$ cat config.mk
export PLATFORM = sky130hd
export DESIGN_NAME = note_arpeggiator_top
export DESIGN_NICKNAME = d
export VERILOG_FILES = /design/src/na_pkg.sv /design/src/na_sort_cell.sv /design/src/note_arpeggiator_top.sv
export VERILOG_INCLUDE_DIRS = /design/src /design/src/src
export SDC_FILE = /design/constraint.sdc
export NUM_CORES = 2
export LEC_CHECK = 0
export BUFFER_PORTS_ARGS = -buffer_cell sky130_fd_sc_hd__buf_2
export CAP_MARGIN = 20
export CORE_ASPECT_RATIO = 1.5
export CORE_MARGIN = 2
export CORE_UTILIZATION = 55
export DETAILED_ROUTE_END_ITERATION = 10
export GPL_TIMING_DRIVEN = 1
export PLACE_DENSITY_LB_ADDON = 0.15
export SETUP_SLACK_MARGIN = 0.15
export SLEW_MARGIN = 20
export SYNTH_ARGS = -nofsm -noshare
export SYNTH_HDL_FRONTEND = slang
export SYNTH_SLANG_ARGS = --single-unit
$ cat constraint.sdc
create_clock -name clk_i -period 14.1 [get_ports clk_i]
set_input_delay 2.115 -clock clk_i [delete_from_list [all_inputs] [get_ports clk_i]]
set_output_delay 2.115 -clock clk_i [all_outputs]
set_load 0.02 [all_outputs]
$ cat src/assert_macros.svh
// Assertion macros included by the top level.
`ifndef ASSERT_MACROS_SVH
`define ASSERT_MACROS_SVH

// Check a condition on every rising clock edge outside reset.
`define NA_ASSERT(label, cond, msg) \
  label: assert property (@(posedge clk_i) disable iff (!rst_ni) (cond)) \
    else $error(msg);

// Check that a condition implies another in the next cycle.
`define NA_ASSERT_NEXT(label, ante, cons, msg) \
  label: assert property (@(posedge clk_i) disable iff (!rst_ni) (ante) |=> (cons)) \
    else $error(msg);

`endif

$ cat src/na_pkg.sv
// Types, constants and codes of the note arpeggiator.
package na_pkg;

  localparam int HELD_KEYS   = 8;
  localparam int MAX_OCTAVES = 4;
  localparam int LOOP_DEPTH  = 64;
  localparam int SEMITONES   = 12;

  localparam int CELLS   = HELD_KEYS * MAX_OCTAVES;
  localparam int CELL_AW = (CELLS > 1) ? $clog2(CELLS) : 1;
  localparam int NCNT_W  = $clog2(CELLS + 1);
  localparam int LEN_W   = $clog2(LOOP_DEPTH + 1);
  localparam int IDX_W   = $clog2(LOOP_DEPTH);
  localparam int KEY_AW  = (HELD_KEYS > 1) ? $clog2(HELD_KEYS) : 1;
  localparam int KCNT_W  = $clog2(HELD_KEYS + 1);
  localparam int OCT_W   = $clog2(MAX_OCTAVES + 1);

  typedef enum logic [1:0] {
    REQ_PRESS   = 2'd0,
    REQ_RELEASE = 2'd1,
    REQ_TICK    = 2'd2,
    REQ_RESTART = 2'd3
  } req_e;

  typedef enum logic [1:0] {
    ORD_ASC    = 2'd0,
    ORD_DESC   = 2'd1,
    ORD_UPDOWN = 2'd2,
    ORD_PRESS  = 2'd3
  } order_e;

  typedef enum logic [1:0] {
    CFG_PLAY_ORDER = 2'd0,
    CFG_OCTAVES    = 2'd1,
    CFG_DYN_RATE   = 2'd2,
    CFG_BASE_RATE  = 2'd3
  } cfg_idx_e;

  typedef enum logic [2:0] {
    ST_IDLE,
    ST_NUDGE,
    ST_FEED,
    ST_FINISH,
    ST_TICK
  } state_e;

  typedef struct packed {
    logic [1:0] req_type;
    logic [6:0] note;
  } req_t;

  typedef struct packed {
    logic [7:0] played_note;
    logic [3:0] held_count;
    logic [6:0] loop_size;
    logic [7:0] step_rate;
  } res_t;

  // Control broadcast to every sort cell.
  typedef struct packed {
    logic       clear;
    logic       ins;
    order_e     order;
    logic [7:0] v;
  } ins_t;

  // Content handed from one cell to the next.
  typedef struct packed {
    logic       valid;
    logic [7:0] val;
  } cell_link_t;

endpackage

$ cat src/na_sort_cell.sv
// One cell of the insertion chain that holds the sorted loop notes.
module na_sort_cell import na_pkg::*; (
  input  logic       clk_i,
  input  logic       rst_ni,
  input  ins_t       ctl_i,
  input  logic       prev_keep_i,
  input  cell_link_t prev_i,
  output cell_link_t cell_o,
  output logic       keep_o
);

  cell_link_t cell_q;
  logic       stays;

  // Decide whether the held note stays in front of the new one
  always_comb begin
    unique case (ctl_i.order)
      ORD_ASC, ORD_UPDOWN: stays = (cell_q.val <= ctl_i.v);
      ORD_DESC:            stays = (cell_q.val >= ctl_i.v);
      default:             stays = 1'b1;
    endcase
  end

  assign keep_o = cell_q.valid && stays;
  assign cell_o = cell_q;

  // Clear, hold, take the new note, or shift in the neighbor's note
  always_ff @(posedge clk_i or negedge rst_ni) begin
    if (!rst_ni) begin
      cell_q <= '0;
    end else if (ctl_i.clear) begin
      cell_q.valid <= 1'b0;
    end else if (ctl_i.ins && !keep_o) begin
      if (prev_keep_i) begin
        cell_q.valid <= 1'b1;
        cell_q.val   <= ctl_i.v;
      end else begin
        cell_q <= prev_i;
      end
    end
  end

endmodule

$ cat src/note_arpeggiator_top.sv
// Top level of the note arpeggiator: key store, sort chain and play control.
//
// Channel   Direction  Handshake                    Payload
// request   in         start & !busy                req_i (req_t)
// result    out        res_valid_o, one cycle       res_o (res_t)
// config    in         cfg_valid_i & cfg_ready_o    cfg_index_i, cfg_data_i
//
// Press or release: the index is nudged once per octave copy, each octave copy of
// each held note is fed to the sort chain, the feed is seen done and the loop is
// finished, and then the result strobes. Restart skips the nudge. A tick answers
// once the advanced index is wrapped; ignored keys answer straight from idle.
// Reset is asynchronous, active low, no clearing pass.
// The receiver cannot stall results; a new request may be accepted while one shows.
module note_arpeggiator_top import na_pkg::*; (
  input  logic       clk_i,
  input  logic       rst_ni,
  input  logic       start,
  output logic       busy,
  input  req_t       req_i,
  output logic       res_valid_o,
  output res_t       res_o,
  input  logic       cfg_valid_i,
  output logic       cfg_ready_o,
  input  logic [1:0] cfg_index_i,
  input  logic [7:0] cfg_data_i
);

`include "assert_macros.svh"

  state_e            state_q, state_d;
  order_e            order_q, order_d;
  logic [OCT_W-1:0]  oct_q, oct_d;
  logic              dyn_q, dyn_d;
  logic [6:0]        held_q [HELD_KEYS];
  logic [6:0]        held_d [HELD_KEYS];
  logic [KCNT_W-1:0] total_q, total_d;
  logic [NCNT_W-1:0] n_q, n_d;
  logic [LEN_W-1:0]  len_q, len_d;
  logic [IDX_W-1:0]  idx_q, idx_d;
  logic              up_q, up_d;
  logic [7:0]        rate_q, rate_d;
  logic [OCT_W-1:0]  k_q, k_d;
  logic [7:0]        nnote_q, nnote_d;
  logic              rel_q, rel_d;
  logic [KCNT_W-1:0] fi_q, fi_d;
  logic [LEN_W-1:0]  m_q, m_d;
  logic [7:0]        played_q, played_d;
  logic              res_req_q, res_req_d;
  logic              res_valid_q, res_valid_d;

  ins_t              ctl;
  cell_link_t        cells [CELLS];
  logic              keep [CELLS];

  logic              accept, cfg_fire;
  logic [7:0]        cur_note;
  logic [LEN_W-1:0]  rd_pos, rd_mirror;
  logic [CELL_AW-1:0] rd_addr;
  logic              asc, desc;
  logic [HELD_KEYS-1:0] pre_match;
  logic [LEN_W-1:0]  nidx;
  logic [2:0]        oct_raw;
  int                full_len;

  // Sort chain
  for (genvar g = 0; g < CELLS; g++) begin : g_cell
    if (g == 0) begin : g_head
      na_sort_cell u_cell (
        .clk_i, .rst_ni, .ctl_i(ctl), .prev_keep_i(1'b1), .prev_i('0),
        .cell_o(cells[g]), .keep_o(keep[g])
      );
    end else begin : g_body
      na_sort_cell u_cell (
        .clk_i, .rst_ni, .ctl_i(ctl), .prev_keep_i(keep[g-1]), .prev_i(cells[g-1]),
        .cell_o(cells[g]), .keep_o(keep[g])
      );
    end
  end

  assign busy        = (state_q != ST_IDLE);
  assign accept      = start && !busy;
  assign cfg_ready_o = !busy && !start;
  assign cfg_fire    = cfg_valid_i && cfg_ready_o;

  // Read the loop note under the play index; the second half mirrors
  always_comb begin
    rd_pos    = LEN_W'(idx_q);
    rd_mirror = LEN_W'({n_q, 1'b0}) - LEN_W'(1) - rd_pos;
    if (rd_pos < LEN_W'(n_q)) begin
      rd_addr = rd_pos[CELL_AW-1:0];
    end else begin
      rd_addr = rd_mirror[CELL_AW-1:0];
    end
    if (rd_pos >= len_q) begin
      cur_note = '0;
    end else begin
      cur_note = cells[rd_addr].val;
    end
  end

  assign asc  = (order_q == ORD_ASC)  || ((order_q == ORD_UPDOWN) && up_q);
  assign desc = (order_q == ORD_DESC) || ((order_q == ORD_UPDOWN) && !up_q);

  // Mark the first held slot that matches the released note and all after it
  always_comb begin
    pre_match[0] = (held_q[0] == req_i.note);
    for (int i = 1; i < HELD_KEYS; i++) begin
      pre_match[i] = pre_match[i-1] || (held_q[i] == req_i.note);
    end
  end

  // Next state and control
  always_comb begin
    state_d     = state_q;
    order_d     = order_q;
    oct_d       = oct_q;
    dyn_d       = dyn_q;
    held_d      = held_q;
    total_d     = total_q;
    n_d         = n_q;
    len_d       = len_q;
    idx_d       = idx_q;
    up_d        = up_q;
    rate_d      = rate_q;
    k_d         = k_q;
    nnote_d     = nnote_q;
    rel_d       = rel_q;
    fi_d        = fi_q;
    m_d         = m_q;
    played_d    = played_q;
    res_req_d   = res_req_q;
    res_valid_d = 1'b0;
    ctl.clear   = 1'b0;
    ctl.ins     = 1'b0;
    ctl.order   = order_q;
    ctl.v       = 8'({1'b0, held_q[fi_q[KEY_AW-1:0]]} + 8'(int'(k_q) * SEMITONES));
    nidx        = '0;
    oct_raw     = cfg_data_i[2:0];
    full_len    = 0;

    unique case (state_q)
      ST_IDLE: begin
        if (accept) begin
          played_d  = '0;
          res_req_d = 1'b1;
          k_d       = '0;
          nnote_d   = {1'b0, req_i.note};
          unique case (req_e'(req_i.req_type))
            REQ_PRESS: begin
              if ((req_i.note != '0) && (total_q < KCNT_W'(HELD_KEYS))) begin
                held_d[total_q[KEY_AW-1:0]] = req_i.note;
                total_d = total_q + KCNT_W'(1);
                rel_d   = 1'b0;
                state_d = ST_NUDGE;
              end else begin
                res_valid_d = 1'b1;
              end
            end
            REQ_RELEASE: begin
              if ((req_i.note != '0) && pre_match[HELD_KEYS-1]) begin
                for (int i = 0; i < HELD_KEYS; i++) begin
                  if (pre_match[i]) begin
                    held_d[i] = (i < HELD_KEYS - 1) ? held_q[(i+1) % HELD_KEYS] : '0;
                  end
                end
                if (total_q != '0) begin
                  total_d = total_q - KCNT_W'(1);
                end
                rel_d   = 1'b1;
                state_d = ST_NUDGE;
              end else begin
                res_valid_d = 1'b1;
              end
            end
            REQ_TICK: begin
              played_d = cur_note;
              m_d      = (len_q == '0) ? '0 : LEN_W'(idx_q) + LEN_W'(1);
              state_d  = ST_TICK;
            end
            default: begin
              idx_d     = '0;
              up_d      = 1'b1;
              ctl.clear = 1'b1;
              n_d       = '0;
              fi_d      = '0;
              state_d   = ST_FEED;
            end
          endcase
        end else if (cfg_fire) begin
          unique case (cfg_idx_e'(cfg_index_i))
            CFG_PLAY_ORDER, CFG_OCTAVES: begin
              if (cfg_idx_e'(cfg_index_i) == CFG_PLAY_ORDER) begin
                order_d = order_e'(cfg_data_i[1:0]);
              end else if (oct_raw == 3'd0) begin
                oct_d = OCT_W'(1);
              end else if (int'(oct_raw) > MAX_OCTAVES) begin
                oct_d = OCT_W'(MAX_OCTAVES);
              end else begin
                oct_d = OCT_W'(oct_raw);
              end
              res_req_d = 1'b0;
              idx_d     = '0;
              up_d      = 1'b1;
              ctl.clear = 1'b1;
              n_d       = '0;
              fi_d      = '0;
              k_d       = '0;
              state_d   = ST_FEED;
            end
            CFG_DYN_RATE: dyn_d = cfg_data_i[0];
            default:      rate_d = (cfg_data_i == '0) ? 8'd1 : cfg_data_i;
          endcase
        end
      end

      ST_NUDGE: begin
        // Step the index once per octave copy against the old loop
        if (rel_q) begin
          if (((asc && (nnote_q < cur_note)) || (desc && (nnote_q > cur_note)))
              && (idx_q != '0)) begin
            nidx = LEN_W'(idx_q) - LEN_W'(1);
          end else begin
            nidx = LEN_W'(idx_q);
          end
        end else begin
          if ((cur_note != '0)
              && ((asc && (nnote_q <= cur_note)) || (desc && (nnote_q >= cur_note)))) begin
            nidx = LEN_W'(idx_q) + LEN_W'(1);
          end else begin
            nidx = LEN_W'(idx_q);
          end
        end
        if ((nidx == '0) || (nidx >= len_q)) begin
          idx_d = '0;
        end else begin
          idx_d = nidx[IDX_W-1:0];
        end
        nnote_d = nnote_q + 8'(SEMITONES);
        if (k_q == oct_q - OCT_W'(1)) begin
          k_d       = '0;
          ctl.clear = 1'b1;
          n_d       = '0;
          fi_d      = '0;
          state_d   = ST_FEED;
        end else begin
          k_d = k_q + OCT_W'(1);
        end
      end

      ST_FEED: begin
        // Insert one octave copy of one held key per cycle
        if (fi_q >= total_q) begin
          state_d = ST_FINISH;
        end else begin
          ctl.ins = 1'b1;
          n_d     = n_q + NCNT_W'(1);
          if (k_q == oct_q - OCT_W'(1)) begin
            k_d  = '0;
            fi_d = fi_q + KCNT_W'(1);
          end else begin
            k_d = k_q + OCT_W'(1);
          end
        end
      end

      ST_FINISH: begin
        full_len = (order_q == ORD_UPDOWN) ? 2 * int'(n_q) : int'(n_q);
        if (full_len > LOOP_DEPTH) begin
          full_len = LOOP_DEPTH;
        end
        len_d = LEN_W'(full_len);
        if (dyn_q) begin
          rate_d = (total_q == '0) ? 8'd1 : 8'(total_q);
        end
        res_valid_d = res_req_q;
        state_d     = ST_IDLE;
      end

      ST_TICK: begin
        // Wrap the advanced index by repeated subtraction
        if ((len_q != '0) && (m_q >= len_q)) begin
          m_d = m_q - len_q;
        end else begin
          idx_d = m_q[IDX_W-1:0];
          if (order_q == ORD_UPDOWN) begin
            if (up_q && (m_q >= (len_q >> 1))) begin
              up_d = 1'b0;
            end else if (!up_q && (m_q < (len_q >> 1))) begin
              up_d = 1'b1;
            end
          end
          res_valid_d = 1'b1;
          state_d     = ST_IDLE;
        end
      end

      default: state_d = ST_IDLE;
    endcase
  end

  // State registers
  always_ff @(posedge clk_i or negedge rst_ni) begin
    if (!rst_ni) begin
      state_q     <= ST_IDLE;
      order_q     <= ORD_ASC;
      oct_q       <= OCT_W'(1);
      dyn_q       <= 1'b0;
      held_q      <= '{default: '0};
      total_q     <= '0;
      n_q         <= '0;
      len_q       <= '0;
      idx_q       <= '0;
      up_q        <= 1'b1;
      rate_q      <= 8'd1;
      k_q         <= '0;
      rel_q       <= 1'b0;
      fi_q        <= '0;
      res_req_q   <= 1'b0;
      res_valid_q <= 1'b0;
    end else begin
      state_q     <= state_d;
      order_q     <= order_d;
      oct_q       <= oct_d;
      dyn_q       <= dyn_d;
      held_q      <= held_d;
      total_q     <= total_d;
      n_q         <= n_d;
      len_q       <= len_d;
      idx_q       <= idx_d;
      up_q        <= up_d;
      rate_q      <= rate_d;
      k_q         <= k_d;
      rel_q       <= rel_d;
      fi_q        <= fi_d;
      res_req_q   <= res_req_d;
      res_valid_q <= res_valid_d;
    end
  end

  // Payload registers
  always_ff @(posedge clk_i) begin
    nnote_q  <= nnote_d;
    m_q      <= m_d;
    played_q <= played_d;
  end

  assign res_valid_o       = res_valid_q;
  assign res_o.played_note = played_q;
  assign res_o.held_count  = 4'(total_q);
  assign res_o.loop_size   = 7'(len_q);
  assign res_o.step_rate   = rate_q;

  `NA_ASSERT(a_res_when_idle, !res_valid_q || (state_q == ST_IDLE), "result while busy")
  `NA_ASSERT(a_held_bound, total_q <= KCNT_W'(HELD_KEYS), "held count out of range")
  `NA_ASSERT(a_len_bound, int'(len_q) <= LOOP_DEPTH, "loop length out of range")
  `NA_ASSERT_NEXT(a_tick_busy, accept && (req_i.req_type == REQ_TICK), busy,
                  "tick did not start")

endmodule
==> metrics.cfg <==
[finish]
stdcell_count = 4308
nNetsFinal = 3863
syn_to_final_growth_pct = 8.01
regArea_um2 = 10600
diodes = 0
drive_above_1_share_pct = 8.78
multi_input_area_um2 = 19400
fill_cells = 4909

[global_routing]
grt.overflow.total = 0
grt_pass1_wl_mm = 171
antenna_found_initial = 2
grt_pass1_vias = 28100
grtUsageTotal_pct = 39.0
grt_max_degree = 94

[route]
final_antenna_net_count = 0
wire_per_inst_um = 26.4
viasPerCell = 6.57
drc = 0
drt_iter0_drc = 2193
dr_total_vias = 28300
wl_mm = 114
drt_pass1_iterations = 6

[synth]
netlist_area_um2 = 31100
synth_warnings = 0
synth-edff-count = 23
synthesis.nets = 3884
synth.most_common_cell = nand2_1
seq_area_frac_synth_pct = 34.0
avgSynthCellArea_um2 = 8.80
synthArstFlopShare_pct = 94.5
synth_top_area_cell = dfrtp_1
synthFlopType = dfrtp_1
ys_types = 95
synth-seq-cells = 418
synthCells = 3538
yosys-top-cells-count = nand2_1 (421), dfrtp_1 (392), o21ai_0 (389)
ys_top_cells_by_area = dfrtp_1 (32%), ha_1 (13%), mux2i_1 (6.7%), o21ai_0 (6.3%), nand2_1 (5.1%)
synth_top_area_share_pct = 31.5

[clocking]
cts_buffers = 46
ctsHoldBuffers = 0
clk_pin_slew_worst_paths_ps = 60
clock_sinks = 418
clock_path_buffers = 3
cts_max_level = 2
cts_tree = built
insertion_delay_ps = 630
cts_resized = 0
post_cts_buffers = 0
clockRootBuffer = clkbuf_16

[outcome]
status = completed

[floorplan]
start_util_pct = 55.7
coreArea_um2 = 55800
die_x_um = 198
die_area_um2 = 58500
io_pins = 53
num_rows = 106
die_h_um = 295

[sta]
final-setup-viol-count = 0
fin_setup_tns_ps = 0
hold_ws_ps = 487
worstMarginPinSlew_ps = 1040
fmax_mhz = 115
slew_headroom_pct = 29.6
rsz0062_at_grt = false
finalHoldViolations = 0
period_share_pct = 61.9
drv_slew = 0
skew_ps = 33.7
fin_crit_ps = 8720

[placement]
dp_hpwl_mm = 80.8
place_congestion = 0.982
portBuffers = 52
dp_cells = 4225

[setup_path]
cp-end-kind = flop
rrSetupSlack_ps = 5380
crit_cells = 35
critPathMaxStageDelay_ps = 690
worstRegToRegCells = 35
timing.rr.start = idx_q[1]
cp-start-kind = flop
crit_arrival_ps = 9260
r2r-end = idx_q[4]
crit_start = idx_q[1]
crit_buf_inv = 4
endpoint = idx_q[4]
cpMaxStageDelayCell = dfrtp_1
crit_required_ps = 14640
cpMostUsedCell = nand2_1
crit_family = compound AO/OA/AOI/OAI gates
critical_path_class = flop to flop
path_max_fanout = 37

[job]
cap_violations = 0

[worst_hold_path]
min_path_type = flop to flop

==> worst min-delay path, cell delays in order, from the launching register on <==
cell	delay (ps)
dfstp_2	370
nand2_1	50
o31ai_1	60
==> final cells by class <==
class,instances,area share (%)
Inverter,130,1.45
Multi-Input combinational cell,2806,57.6
Timing Repair Buffer,115,2.21
Sequential cell,418,31.5
Clock buffer,59,3.78
Tap cell,756,2.81
Clock inverter,24,0.633
==> cell families after synthesis <==
kind of cell | Yosys count | synth area share (%)
AOI/OAI and AO/OA | 1050 | 20.6
xor gates and xnor gates | 92 | 2.64
adders and majority gates | 323 | 13.1
buffers and inverters | 314 | 3.96
DFF | 418 | 34.0
muxes | 290 | 10.2
and+or+nand+nor | 1051 | 15.5
==> through the flow <==
stage	util, %	cell area, um^2	setup slack, ps
floorplan	-	31100	7370
finish	60.2	33600	5380
global placement	57.5	32100	5780
global route	60.2	33600	4680
CTS	60.2	33600	5440
detailed placement	57.5	32100	5470
==> cell usage in the layout, fill, tap and decap left out, drive strengths merged, types with 8 or more instances in the layout <==
master and count:
nand2 421, o21ai 399, dfrtp 392, ha 318, a21oi 258, nor2 253, mux2i 210, inv 130
buf 115, a21o 75, nand3 71, mux2 65, clkbuf 59, nor3 58, nand4 54, o21a 51
xnor2 50, nand2b 47, o22ai 45, nor2b 44, xor2 42, o211ai 36, a31oi 31, and2 24
edfxtp 23, clkinv 19, nand3b 18, nor4 17, mux4 15, and3 15, a221oi 15, a22o 15
a211oi 13, a22oi 11, o221ai 10, a2111oi 8, o31ai 8, or3 8
==> state kept, by name, indices dropped and copies added (netlist names), 6 cells and up <==
name,cells
held_q,56
n_q,6
rate_q,8
idx_q,6
nnote_q,8
m_q,7
g_cell.g_head.u_cell.cell_o,9
len_q,7
g_cell.g_body.u_cell.cell_o,279
played_q,8
==> per-layer routing <==
layer	GRT usage [%]	part of all wire, %	vias up
li1	-	-	12800
met1	43.4	36	13700
met2	66.7	48	1240
met3	5.33	6.3	500
met4	31.1	9.4	0
met5	0	0	-
==> worst min-delay path by stage <==
stage                          from  slack (ps)  cells after the start         to
after floorplan           res_req_q         450                      2  res_req_q
after global placement    rate_q[0]         460                      2  rate_q[0]
after detailed placement  rate_q[0]         470                      2  rate_q[0]
after CTS                 rate_q[0]         490                      2  rate_q[0]
after global routing      rate_q[4]         520                      1  rate_q[4]
final                     rate_q[0]         490                      2  rate_q[0]
Power is not shown: default switching activity piles up to over one toggle a cycle in this logic, so the estimate is an artifact.
